==> src/design/wmms_pkg.sv <==
package wmms_pkg;

  // Geometry of the statistics store
  localparam int SLOTS       = 16;
  localparam int WINDOWS     = 3;
  localparam int CONV_CH_DEF = 8;
  localparam int BUS_CH_DEF  = 8;

  // Field widths
  localparam int CHAN_W    = 4;
  localparam int WIN_W     = 2;
  localparam int SAMPLE_W  = 32;
  localparam int SUM_W     = 64;
  localparam int COUNT_W   = 20;
  localparam int ENT_IDX_W = 6;

  // Front-to-back queue and divider shape
  localparam int QUEUE_DEPTH = 2;
  localparam int DIV_STEP    = 8;

  // Input kind codes
  localparam logic KIND_SAMPLE = 1'b0;
  localparam logic KIND_CLEAR  = 1'b1;

  // Window codes
  localparam logic [WIN_W-1:0] WIN_MINUTE = 2'd0;
  localparam logic [WIN_W-1:0] WIN_HOUR   = 2'd1;
  localparam logic [WIN_W-1:0] WIN_DAY    = 2'd2;

  // Saturation limits
  localparam logic [COUNT_W-1:0]         COUNT_MAX  = '1;
  localparam logic signed [SUM_W-1:0]    SUM_MAX    = {1'b0, {(SUM_W-1){1'b1}}};
  localparam logic signed [SUM_W-1:0]    SUM_MIN    = {1'b1, {(SUM_W-1){1'b0}}};
  localparam logic signed [SAMPLE_W-1:0] SAMPLE_MAX = {1'b0, {(SAMPLE_W-1){1'b1}}};
  localparam logic signed [SAMPLE_W-1:0] SAMPLE_MIN = {1'b1, {(SAMPLE_W-1){1'b0}}};

  typedef enum logic {
    OP_SAMPLE,
    OP_CLEAR
  } op_kind_t;

  // Classified work passed from front to back
  typedef struct packed {
    op_kind_t                    kind;
    logic [CHAN_W-1:0]           chan;
    logic signed [SAMPLE_W-1:0]  sample;
    logic [WIN_W-1:0]            win;
  } op_t;

  // One entry of the statistics store
  typedef struct packed {
    logic signed [SAMPLE_W-1:0] min_v;
    logic signed [SAMPLE_W-1:0] max_v;
    logic signed [SUM_W-1:0]    sum_v;
    logic [COUNT_W-1:0]         cnt_v;
  } stats_t;

  localparam int STATS_W = $bits(stats_t);

  // Divider request and response
  typedef struct packed {
    logic                    start;
    logic signed [SUM_W-1:0] sum;
    logic [COUNT_W-1:0]      count;
  } div_req_t;

  typedef struct packed {
    logic                       done;
    logic signed [SAMPLE_W-1:0] avg;
  } div_rsp_t;

endpackage

==> src/design/wmms_front.sv <==
module wmms_front #(
  parameter int NCH = 16
) (
  input  logic                                   clk,
  input  logic                                   rst_n,
  input  logic                                   in_valid,
  output logic                                   in_stall,
  input  logic                                   in_kind,
  input  logic [wmms_pkg::CHAN_W-1:0]            in_channel,
  input  logic signed [wmms_pkg::SAMPLE_W-1:0]   in_sample_value,
  input  logic [wmms_pkg::WIN_W-1:0]             in_window_sel,
  output logic                                   push_valid,
  input  logic                                   push_ready,
  output wmms_pkg::op_t                          push_data
);

  import wmms_pkg::*;

  localparam logic [CHAN_W:0] NCH_LIM = (CHAN_W + 1)'(NCH);

  logic fr_valid_r, fr_valid_nxt;
  op_t  fr_op_r, fr_op_nxt;
  logic accept;
  logic keep;
  op_t  cls_op;

  assign in_stall   = fr_valid_r && !push_ready;
  assign accept     = in_valid && !in_stall;
  assign push_valid = fr_valid_r;
  assign push_data  = fr_op_r;

  // Classify: drop clears of an unknown window and samples of absent channels
  always_comb begin
    cls_op.kind   = (in_kind == KIND_CLEAR) ? OP_CLEAR : OP_SAMPLE;
    cls_op.chan   = in_channel;
    cls_op.sample = in_sample_value;
    cls_op.win    = in_window_sel;
    if (in_kind == KIND_CLEAR) begin
      keep = (in_window_sel == WIN_MINUTE) || (in_window_sel == WIN_HOUR) ||
             (in_window_sel == WIN_DAY);
    end else begin
      keep = ({1'b0, in_channel} < NCH_LIM);
    end
  end

  // Hold the classified transaction until the queue takes it
  always_comb begin
    fr_valid_nxt = fr_valid_r && !push_ready;
    fr_op_nxt    = fr_op_r;
    if (accept && keep) begin
      fr_valid_nxt = 1'b1;
      fr_op_nxt    = cls_op;
    end
  end

  always_ff @(posedge clk) begin
    if (!rst_n) begin
      fr_valid_r <= 1'b0;
    end else begin
      fr_valid_r <= fr_valid_nxt;
    end
    fr_op_r <= fr_op_nxt;
  end

endmodule

==> config.mk <==
export PLATFORM = sky130hd
export DESIGN_NAME = wmms_front
export DESIGN_NICKNAME = d
export VERILOG_FILES = /design/src/design/wmms_pkg.sv /design/src/design/wmms_front.sv
export SDC_FILE = /design/constraint.sdc
export NUM_CORES = 1
export LEC_CHECK = 0
export BUFFER_PORTS_ARGS = -buffer_cell sky130_fd_sc_hd__buf_2
export CORE_MARGIN = 1.5
export CORE_UTILIZATION = 40
export DETAILED_ROUTE_END_ITERATION = 6
export PLACE_DENSITY = 0.83
export SYNTH_ARGS = -nofsm -noshare
export SYNTH_HDL_FRONTEND = slang
export SYNTH_SLANG_ARGS = --single-unit
==> constraint.sdc <==
create_clock -name clk -period 3.3 [get_ports clk]
set_input_delay 0.165 -clock clk [delete_from_list [all_inputs] [get_ports clk]]
set_output_delay 0.165 -clock clk [all_outputs]
set_load 0.05 [all_outputs]
======== After elaboration in Yosys (flattened, before gate mapping) ========
Index checks and enable logic that the tools add are counted.
word-level totals
  register bits after elaboration ......... 40
  bits of input ports ..................... 43
  output and inout bits ................... 41
cells by class
  eq/ne operators ......................... 2
  mux-type cells .......................... 3
  reductions and logical operators ........ 8
operator list
  cell                                           number
  logical AND 1 bit                              3
  two-way mux 1 bit                              3
  == test 2 x 1 -> 1 bit, second input constant  1
  == test 2 bit, second input constant           1
  logical NOT 1 bit                              2
  logical NOT 2 bit                              1
  logical OR 1 bit                               2

======== Logic depth before layout (Yosys ltp) ========
  depth in word-level cells ............... 6
  depth in mapped cells ................... 3
  mapped depth without buffers ............ 3

======== Worst setup path before layout ========
Ideal clock, no wire load.
  path type ............................... register to register
  from .................................... register fr_valid_r (netlist: push_valid)
  to ...................................... register fr_op_r (netlist bit push_data[0]), enable pin
  setup time .............................. 436 ps
  data arrival time ....................... 2,403 ps
  required time ........................... 2,864 ps
  path slack .............................. 461 ps
  cell stages (with the launch flop) ...... 3
  path buffers ............................ 0
  period minus slack after synthesis ...... 2,839 ps
  cell sequence ........................... dfxtp_1 nor2b_4 nor2_1
on the way
  word-level cells in the longest chain between the ends .. 4
ends and longest elaborated chain
  element                 RTL line          RTL
  from (decl)             wmms_front.sv:21  logic fr_valid_r, fr_valid_nxt;
  from (signal assigned)  wmms_front.sv:60  fr_valid_r <= fr_valid_nxt;
  logical AND 1 bit       wmms_front.sv:27  assign in_stall = fr_valid_r && !push_ready;
  via in_stall            wmms_front.sv:7   output logic in_stall,
  logical NOT 1 bit       wmms_front.sv:28  assign accept = in_valid && !in_stall;
  logical AND 1 bit       wmms_front.sv:28
  logical AND 1 bit       wmms_front.sv:50  if (accept && keep) begin
  to (signal assigned)    wmms_front.sv:62  fr_op_r <= fr_op_nxt;
  to (decl)               wmms_front.sv:22  op_t fr_op_r, fr_op_nxt;
The timed path passes the listed nets, and every way through them passes these cells.
A chain may end at the register's enable or synchronous reset.

======== Final worst setup path ========
  from .................................... input port in_window_sel[0] (netlist name)
  to ...................................... register fr_op_r (netlist bit push_data[8]), enable pin
on the way
  word-level cells in the longest chain between the ends .. 5
  elaborated cells between the ends (all ways) .. 7
  classes of those cells .................. eq/ne (2); mux (1); reduce/logical (4)
ends and longest elaborated chain
  element                                                             RTL line          RTL
  from (decl)                                                         wmms_front.sv:11  input logic [wmms_pkg::WIN_W-1:0] in_window_sel,
  == test 2 x 1 -> 1 bit / logical NOT 2 bit (equally long branches)  wmms_front.sv:39  keep = (in_window_sel == WIN_MINUTE) || (in_window_sel == WIN_HOUR) ||
  logical OR 1 bit                                                    wmms_front.sv:39
  logical OR 1 bit (*)                                                wmms_front.sv:39
  two-way mux 1 bit (*)                                               wmms_front.sv:38  if (in_kind == KIND_CLEAR) begin
  logical AND 1 bit (*)                                               wmms_front.sv:50
Every way passes the cells marked *; elsewhere a longest branch is shown, timed or not.

==> impl_results.md <==
* Vias at 905
* Setup crit end kind: flip-flop
* First-pass GRT wire length at 3750 um
* Final wirelength at 2630 um
* Worst-margin pin slew at 1.01 ns
* Nets at 217
* Setup-failing EPs final at 0
* Final Hold Fails at 0
* Fin util at 74.8%
* Synth unique cells at 8
* Core Region at 2830 um^2
* Net Count, Synth at 89
* Finished Cell Area at 2120 um^2
* Initial antenna violation count at 0
* I/O Pins at 84
* Die ar. at 3410 um^2
* Post-Syn Instances at 46
* Startpoint type of the worst setup path: input pin
* Vias per Instance at 4.41
* Share of layout cells above drive strength 1 at 51.7%
* Max Root-Sink Buffers at 2
* Hold WC Path Type: in2reg
* Total Power Consumption at 1.02 mW
* Synth Warn # at 0
* Placed inst area at 1690 um^2
* CTS Buf Count at 5
* Critical Path AT at 1.80 ns
* Clock skew at 0.00797 ns
* Busiest grt layer: met2
* RSZ-0062 raised after global routing: false
* Global-route met2 utilization at 28.3%
* Worst-Skew Late Latency at 0.33 ns
* Slew Viols, Final at 0
* Commonest non-fill, non-tap cell in the layout: buf_2
* WP data required at 3.26 ns
* Pwr/cell area at 484 nW/um^2
* Rel. slew slack at 32.7%
* Clk slew on worst S/H paths at 0.10 ns
* Initial DRC count at 22
* Hold_buf cts at 30
* Commonest non-fill, non-tap cells in the layout: 83 x buf_2, 39 x edfxtp_1, 38 x dlygate4sd3_1, 5 x clkbuf_4, 2 x clkinv_1
* Die X at 58.4 um
* Pre-antenna DRT Iters at 5
* RD Place Congestion at 0.653
* TNS Setup at 0 ns
* Largest net degree at the start of global routing at 40
* Area delta synth->final at 72.2%
* Layout Cells excl Fill at 205
* Initial Util at 43.4%
* Row cnt at 19
* Critical-path maximum fanout at 39
* MaxCap Viol Count at 0
* Leakage at 0.913 nW
* Mapped Area at 1230 um^2
* Post-CTS resize count at 0
* Grt met1 use at 15.9%
* Max Fclk at 543 MHz
* Dpl cells at 160
* Ant diodes at 0
* CTS H-Tree Depth at 2
* Min Tclk post-route at 1.84 ns
* Pre-CTS WS at 1.63 ns
* GRT overflow at 0
* Seq cells post-synth at 40
* Fin worst setup slack at 1.46 ns
* Setup repair bufs after CTS at 0
* Number of global-route vias before repair at 826
* M3 GR Usage at 4.62%
* Setup Crit Path Kind: in2reg
* CTS tree: built
* Clk root buf: clkbuf_4
* Synthesized area per cell at 26.7 um^2
* I/O Buffers at 83
* Peak VDD IR at 0.000310 V
* DRT antenna net count at 0
* Residual DRC count at 0
* Status: finished clean
* Total track usage at 15.8%
* WL/cell at 12.8 um
* Post-synthesis sequential area ratio at 96.9%
* Clock Sinks at 40
* Die H at 58.4 um
* Final hold slack at 0.0220 ns
* Fin crit share at 55.8%
-- layout make-up --
cell class	instances	area (um^2)
Fill cell	174	713
Clock buffer	5	37.5
Sequential cell	40	1190
Clock inverter	2	7.51
Timing Repair Buffer	121	796
Multi-Input combinational cell	6	45.0
Tap cell	31	38.8
-- path summary, 6_finish.rpt --
| check | startpoint | to | slack, ns | cells past startpoint |
|---|---|---|---|---|
| max | in_window_sel[0] | push_data[8]$_DFFE_PP_ | 1.46 | 5 |
| max reg2reg | push_valid$_SDFF_PN0_ | push_data[8]$_DFFE_PP_ | 1.68 | 2 |
| min | in_kind | push_data[38]$_DFFE_PP_ | 0.02 | 1 |
| min reg2reg | push_valid$_SDFF_PN0_ | push_valid$_SDFF_PN0_ | 0.67 | 3 |
-- state kept, by name, summed over array words and instances (netlist names) --
register / flops
push_valid: 1
push_data: 39
-- Yosys cell counts --
library cell,n,area share [%]
a21oi_1,1,0.41
dfxtp_1,1,1.6
nor2b_1,1,0.51
edfxtp_1,39,95
nand2_1,1,0.31
nand3_1,1,0.41
nor2_1,1,0.31
nor2b_4,1,1.1
-- worst max-delay path: stages --
cell,delay (ns)
dlygate4sd3_1,0.54
buf_2,0.13
nand3_1,0.08
nand2_1,0.10
nor2_4,0.77
-- where the power goes --
part           total (mW)  internal (mW)  leakage (nW)  switching (mW)
combinational       0.213         0.0686         0.504           0.144
clock               0.210         0.0744        0.0261           0.136
sequential          0.602          0.595         0.383         0.00693
total                1.02          0.738         0.913           0.287
-- logic make-up (layout without fill, tap and decap cells) --
family                 count (synthesis)  count (layout)  synth area share (%)
AO/OA/AOI/OAI                          1               1                 0.407
buffers and inverters                  0             128                     0
flip-flops                            40              40                  96.9
AND/OR/NAND/NOR                        5               5                  2.65
-- routing by layer --
| metal | share of wire, % | vias to the layer above | wire length [um] |
|---|---|---|---|
| met4 | 1.1 | 0 | 30 |
| met1 | 33 | 409 | 874 |
| li1 | - | 435 | - |
| met5 | 0 | - | 0 |
| met3 | 9.7 | 5 | 256 |
| met2 | 56 | 56 | 1470 |
(Power assumes the default switching activity.)
