$ cat config.mk
export PLATFORM = sky130hd
export DESIGN_NAME = wmms_queue
export DESIGN_NICKNAME = d
export VERILOG_FILES = /design/src/design/wmms_pkg.sv /design/src/design/wmms_queue.sv
export SDC_FILE = /design/constraint.sdc
export NUM_CORES = 1
export LEC_CHECK = 0
export ABC_AREA = 0
export BUFFER_PORTS_ARGS = -buffer_cell sky130_fd_sc_hd__buf_2
export CELL_PAD_IN_SITES_DETAIL_PLACEMENT = 1
export CELL_PAD_IN_SITES_GLOBAL_PLACEMENT = 1
export CORE_MARGIN = 5
export CORE_UTILIZATION = 46
export DETAILED_ROUTE_END_ITERATION = 10
export PLACE_DENSITY = 0.94
export SETUP_SLACK_MARGIN = 0.1
export SYNTH_ARGS = -nofsm -noshare
export SYNTH_HDL_FRONTEND = slang
export SYNTH_SLANG_ARGS = --single-unit
$ cat constraint.sdc
create_clock -name clk -period 3.6 [get_ports clk]
set_input_delay 0.18 -clock clk [delete_from_list [all_inputs] [get_ports clk]]
set_output_delay 0.18 -clock clk [all_outputs]
set_load 0.05 [all_outputs]
$ cat src/design/wmms_pkg.sv
package wmms_pkg;

  // Geometry of the statistics store
  localparam int SLOTS       = 16;
  localparam int WINDOWS     = 3;
  localparam int CONV_CH_DEF = 8;
  localparam int BUS_CH_DEF  = 8;

  // Field widths
  localparam int CHAN_W    = 4;
  localparam int WIN_W     = 2;
  localparam int SAMPLE_W  = 32;
  localparam int SUM_W     = 64;
  localparam int COUNT_W   = 20;
  localparam int ENT_IDX_W = 6;

  // Front-to-back queue and divider shape
  localparam int QUEUE_DEPTH = 2;
  localparam int DIV_STEP    = 8;

  // Input kind codes
  localparam logic KIND_SAMPLE = 1'b0;
  localparam logic KIND_CLEAR  = 1'b1;

  // Window codes
  localparam logic [WIN_W-1:0] WIN_MINUTE = 2'd0;
  localparam logic [WIN_W-1:0] WIN_HOUR   = 2'd1;
  localparam logic [WIN_W-1:0] WIN_DAY    = 2'd2;

  // Saturation limits
  localparam logic [COUNT_W-1:0]         COUNT_MAX  = '1;
  localparam logic signed [SUM_W-1:0]    SUM_MAX    = {1'b0, {(SUM_W-1){1'b1}}};
  localparam logic signed [SUM_W-1:0]    SUM_MIN    = {1'b1, {(SUM_W-1){1'b0}}};
  localparam logic signed [SAMPLE_W-1:0] SAMPLE_MAX = {1'b0, {(SAMPLE_W-1){1'b1}}};
  localparam logic signed [SAMPLE_W-1:0] SAMPLE_MIN = {1'b1, {(SAMPLE_W-1){1'b0}}};

  typedef enum logic {
    OP_SAMPLE,
    OP_CLEAR
  } op_kind_t;

  // Classified work passed from front to back
  typedef struct packed {
    op_kind_t                    kind;
    logic [CHAN_W-1:0]           chan;
    logic signed [SAMPLE_W-1:0]  sample;
    logic [WIN_W-1:0]            win;
  } op_t;

  // One entry of the statistics store
  typedef struct packed {
    logic signed [SAMPLE_W-1:0] min_v;
    logic signed [SAMPLE_W-1:0] max_v;
    logic signed [SUM_W-1:0]    sum_v;
    logic [COUNT_W-1:0]         cnt_v;
  } stats_t;

  localparam int STATS_W = $bits(stats_t);

  // Divider request and response
  typedef struct packed {
    logic                    start;
    logic signed [SUM_W-1:0] sum;
    logic [COUNT_W-1:0]      count;
  } div_req_t;

  typedef struct packed {
    logic                       done;
    logic signed [SAMPLE_W-1:0] avg;
  } div_rsp_t;

endpackage

$ cat src/design/wmms_queue.sv
module wmms_queue (
  input  logic            clk,
  input  logic            rst_n,
  input  logic            push_valid,
  output logic            push_ready,
  input  wmms_pkg::op_t   push_data,
  output logic            pop_valid,
  input  logic            pop_ready,
  output wmms_pkg::op_t   pop_data
);

  import wmms_pkg::*;

  localparam int PTR_W = (QUEUE_DEPTH > 1) ? $clog2(QUEUE_DEPTH) : 1;
  localparam int CNT_W = $clog2(QUEUE_DEPTH + 1);

  op_t              entry_r [QUEUE_DEPTH];
  logic [PTR_W-1:0] head_r, head_nxt;
  logic [PTR_W-1:0] tail_r, tail_nxt;
  logic [CNT_W-1:0] cnt_r, cnt_nxt;
  logic             push, pop;

  assign push_ready = (cnt_r != CNT_W'(QUEUE_DEPTH));
  assign pop_valid  = (cnt_r != '0);
  assign pop_data   = entry_r[head_r];
  assign push       = push_valid && push_ready;
  assign pop        = pop_valid && pop_ready;

  // Advance pointers with wrap, track fill level
  always_comb begin
    head_nxt = head_r;
    tail_nxt = tail_r;
    cnt_nxt  = cnt_r;
    if (push) begin
      tail_nxt = (tail_r == PTR_W'(QUEUE_DEPTH - 1)) ? '0 : tail_r + 1'b1;
    end
    if (pop) begin
      head_nxt = (head_r == PTR_W'(QUEUE_DEPTH - 1)) ? '0 : head_r + 1'b1;
    end
    if (push && !pop) begin
      cnt_nxt = cnt_r + 1'b1;
    end else if (pop && !push) begin
      cnt_nxt = cnt_r - 1'b1;
    end
  end

  always_ff @(posedge clk) begin
    if (!rst_n) begin
      head_r <= '0;
      tail_r <= '0;
      cnt_r  <= '0;
    end else begin
      head_r <= head_nxt;
      tail_r <= tail_nxt;
      cnt_r  <= cnt_nxt;
    end
  end

  // Store the pushed transaction
  always_ff @(posedge clk) begin
    if (push) begin
      entry_r[tail_r] <= push_data;
    end
  end

endmodule

After elaboration in Yosys (flattened, before gate mapping)
Memories as Yosys holds them, arrays and structs flattened. A register that Yosys moved wholly into a read port is not among the register bits.
Index checks and enable logic that the tools add are counted.
{"block": "classes", "n_addsub": 4, "n_eq_ne": 1, "n_mux": 8, "n_reduce_logical": 8}
{"cell": "two-way mux 1 bit", "n": 6}
{"cell": "logical AND 1 bit", "n": 4}
{"cell": "two-way mux 2 bit", "n": 2}
{"cell": "nonzero test 2 bit", "n": 2}
{"cell": "adder 1 bit (second input constant)", "n": 2}
{"cell": "adder 2 x 1 -> 2 bit (second input constant)", "n": 1}
{"cell": "zero test 1 bit", "n": 2}
{"cell": "inequality test 2 bit (second input constant)", "n": 1}
{"cell": "subtractor 2 x 1 -> 2 bit (second input constant)", "n": 1}
{"block": "word_totals", "ff_bits": 4, "ramBits": 78, "inputBits": 43, "mem_count": 1}
{"memory": "entry_r", "depth": 2, "width": 39, "rd": 1, "rd_clocked_by_memory_dff": 1, "write_ports": 1, "line_no": "wmms_queue.sv:17", "text": "op_t entry_r [QUEUE_DEPTH];"}

Logic depth before layout (Yosys ltp)
{"block": "depth", "ltp_word": 6, "ltp_mapped": 6, "mapped_depth_nobuf": 6}

Worst setup path before layout
Ideal clock, no wire load.
{"block": "synth_path", "kind": "register to register", "from": "register cnt_r[0]", "to": "memory entry_r[1][0] (netlist name) (enable)", "arrival_time_ns": 1.672, "required_time_ns": 3.200, "setup_slack_ns": 1.528, "stages_incl_launch_ff": 3, "synth_period_minus_slack_ns": 2.072, "path_cell_list": "dfxtp_1 -> nand2b_4 -> and3_1"}
{"block": "synth_via", "elab_chain_len": 4}
{"item": "from (decl)", "line_no": "wmms_queue.sv:20", "text": "logic [CNT_W-1:0] cnt_r, cnt_nxt;"}
{"item": "from (signal assigned)", "line_no": "wmms_queue.sv:55", "text": "cnt_r <= cnt_nxt;"}
{"item": "inequality test 2 bit", "line_no": "wmms_queue.sv:23", "text": "assign push_ready = (cnt_r != CNT_W'(QUEUE_DEPTH));"}
{"item": "via push_ready", "line_no": "wmms_queue.sv:5", "text": "output logic push_ready,"}
{"item": "logical AND 1 bit", "line_no": "wmms_queue.sv:26", "text": "assign push = push_valid && push_ready;"}
{"item": "two-way mux 1 bit", "line_no": "wmms_queue.sv:61", "text": "if (push) begin"}
{"item": "two-way mux 1 bit (implied by the code)", "line_no": "wmms_queue.sv:62", "text": "entry_r[tail_r] <= push_data;"}
{"item": "to (decl)", "line_no": "wmms_queue.sv:17"}
The timed path passes the listed nets, and every way through them passes these cells.

==> run metrics <==
GRT overflow 0; endpoint class of the critical path output port; Slowest-stage cell, CP dfxtp_2; Fill cells around 630; CP Buf/Inv Count 1; Syn Nets ~190; internal power 1.84 mW; initial antenna violation count 0; area leader, netlist edfxtp_1; PostCTS Resize Cnt 0; CP startpoint kind flop; Setup TNS Final 0 ns; Layout Nets around 280; CP Data Arrival Time ~2.0 ns; Root Buffer clkbuf_8; number of synthesized register bits 83; Fin Clk Skew approximately 0.0076 ns; Req. time, crit path about 3.4 ns; Hold Crit Start push_data[36]; RSZ-0062 raised after global routing false; crit-path cells mux2_2, buf_2; YS warnings 0; IO Count between 80 and 90; logic gate share of total power 0.352; Worst Hold Class in2reg; clk_lat worst skew around 0.34 ns; Slew Limit Fails 0; max_cap viols 0; die area 0.00836 mm²; detailed-route DRC error count 0; status complete, no violations; H-tree depth 3; Flop pwr share 0.434; commonest cells after routing, fill and taps aside buf_2, edfxtp_1, mux2_2; Die X 91.4 µm; largest net degree at the start of global routing 40; CTS buffer count 9; vias per cell 5.01; routed wire length between 6000 and 7000 µm; crit path max fanout 39; first-pass GRT wire length approximately 9800 µm; largest cells by area after synthesis edfxtp_1, mux2_2, dfxtp_1; Rel. slew slack 0.372; hold path depth 1; Avg Inst Size Synth 21.0 µm²; initial core utilization 0.477; FF-to-FF Start cnt_r[0]$_SDFFE_PN0P_; Reg area 0.00244 mm²; drt first pass iters 4; Final Core Density 0.587; FP Rows 29; DP Area ~0.0035 mm²; period utilisation layout 0.595; CTS Sinks 83; WHS around 0.024 ns; CTS tree built; end of the worst register-to-register path entry_r[1][26]$_DFFE_PP_; core area around 0.0064 mm²; Initial DRC Count between 40 and 50; CP Class reg2out; CP top delay family flip-flops; final hold vios 0; Avg WL per Cell between 15 and 20 µm; I/O Buffers between 80 and 90; r2r worst-path depth 2; worst slew pin tran between 0.9 and 1 ns; Yosys cell types 20; sequential share of the synthesized area 0.801; Clock Power Share 0.213; Area Growth Syn to Fin 23.0%; CTS clock-pin slew for the worst setup and hold paths about 0.080 ns; Pleak between 1 and 1.5 nW; power per standard cell area between 800 and 900 mW/mm²; fin area 0.00375 mm²; Post-DP HPWL approximately 4400 µm; share of layout cells above drive strength 1 0.591; chip height ~90 µm; antenna-violating nets left 0; most common cell after layout, fill and taps aside buf_2; Max stage delay on crit path 0.95 ns; P_sw approximately 1.2 mW; placer's final routability congestion estimate 0.733; via count of the first global-routing pass roughly 1,800; r2r setup slk about 1.8 ns; area of the multi-input gates between 500 and 600 µm²; Post CTS Setup Buffer Count 0; fin crit period roughly 2.1 ns; Sw Share 0.390; Cells after Synth 145; hold endpoint entry_r[0][36]$_DFFE_PP_; VDD IR max 0.433 mV; Total GRT Usage 0.155; hold_buf cts 0; CTS max path bufs 2; Final setup viols 0; post-synth top area share 0.768; post-synthesis cell area roughly 0.0030 mm²; fmax between 400 and 500 MHz; vias ~1,600
layout make-up:
type,instances,share of cell area
Inverter,1,0.00100
Clock buffer,9,0.0330
Tap cell,77,0.0257
Clock inverter,7,0.0180
Multi-Input combinational cell,57,0.154
Antenna cell,1,0.000667
Timing Repair Buffer,85,0.115
Sequential cell,83,0.652
worst register-to-register path, delay by kind of cell, from the launching register on:
kind	cells	cell delay, ns
simple gates	2	0.99
flops	1	0.43
per-stage QoR:
stage | std cells | total power, mW | setup slack [ns]
floorplan | 145 | 2.15 | 1.53
global placement | 302 | 2.37 | 1.81
detailed placement | 302 | 2.41 | 1.76
CTS | 318 | 3.05 | 1.40
global route | 319 | 3.16 | 1.34
finish | 320 | 3.02 | 1.46
registers in the layout, indices dropped and copies added, names as in the netlist, named ones only:
register / flops
head_r: 1
entry_r: 78
tail_r: 1
cnt_r: 2
per-layer routing:
layer	GRT usage	vias up	part of all wire
met4	0.0636	0	0.015
met3	0.0587	6	0.067
met5	0	-	0
met1	0.186	790	0.41
li1	-	750	-
met2	0.250	56	0.50
cells in the mapped netlist:
cell type  count
or3_1          1
mux2_2        39
a21boi_0       1
ha_1           1
a21bo_2        1
edfxtp_1      78
inv_1          1
xor2_1         1
and2_1         4
dfxtp_1        5
buf_2          2
o21ai_0        1
buf_4          2
a21boi_1       1
xnor2_1        2
or2_2          1
nand3b_1       1
and3_1         1
nand2b_4       1
o21ai_1        1
how the worst max path moves through the flow:
stage / from / to / slack [ns] / cells past startpoint
finish: flop / pop_data[9] / 1.46 / 2
global route: flop / pop_data[24] / 1.34 / 2
CTS: flop / pop_data[24] / 1.40 / 2
detailed placement: cnt_r[0]$_SDFFE_PN0P_ / entry_r[1][28]$_DFFE_PP_ / 1.76 / 2
global placement: flop / pop_data[5] / 1.81 / 2
floorplan: cnt_r[0]$_SDFFE_PN0P_ / entry_r[1][0]$_DFFE_PP_ / 1.53 / 2
power groups by stage:
stage / registers, mW / clock network (mW) / logic, mW
CTS: 1.32 / 0.658 / 1.08
global route: 1.33 / 0.716 / 1.11
floorplan: 1.26 / 0 / 0.893
finish: 1.31 / 0.644 / 1.06
global placement: 1.32 / 0 / 1.05
detailed placement: 1.34 / 0 / 1.07
cells by family (layout without fill, tap and decap cells):
logic type / Yosys count / after routing / synth area share
simple gates: 9 / 9 / 0.0213
xor+xnor: 3 / 3 / 0.00862
buf+inv: 5 / 102 / 0.00944
fa+ha+maj: 1 / 1 / 0.00410
flops: 83 / 83 / 0.801
compound gates: 5 / 5 / 0.0115
other cells: 0 / 1 / 0
mux: 39 / 39 / 0.144
(Power assumes the default switching activity.)
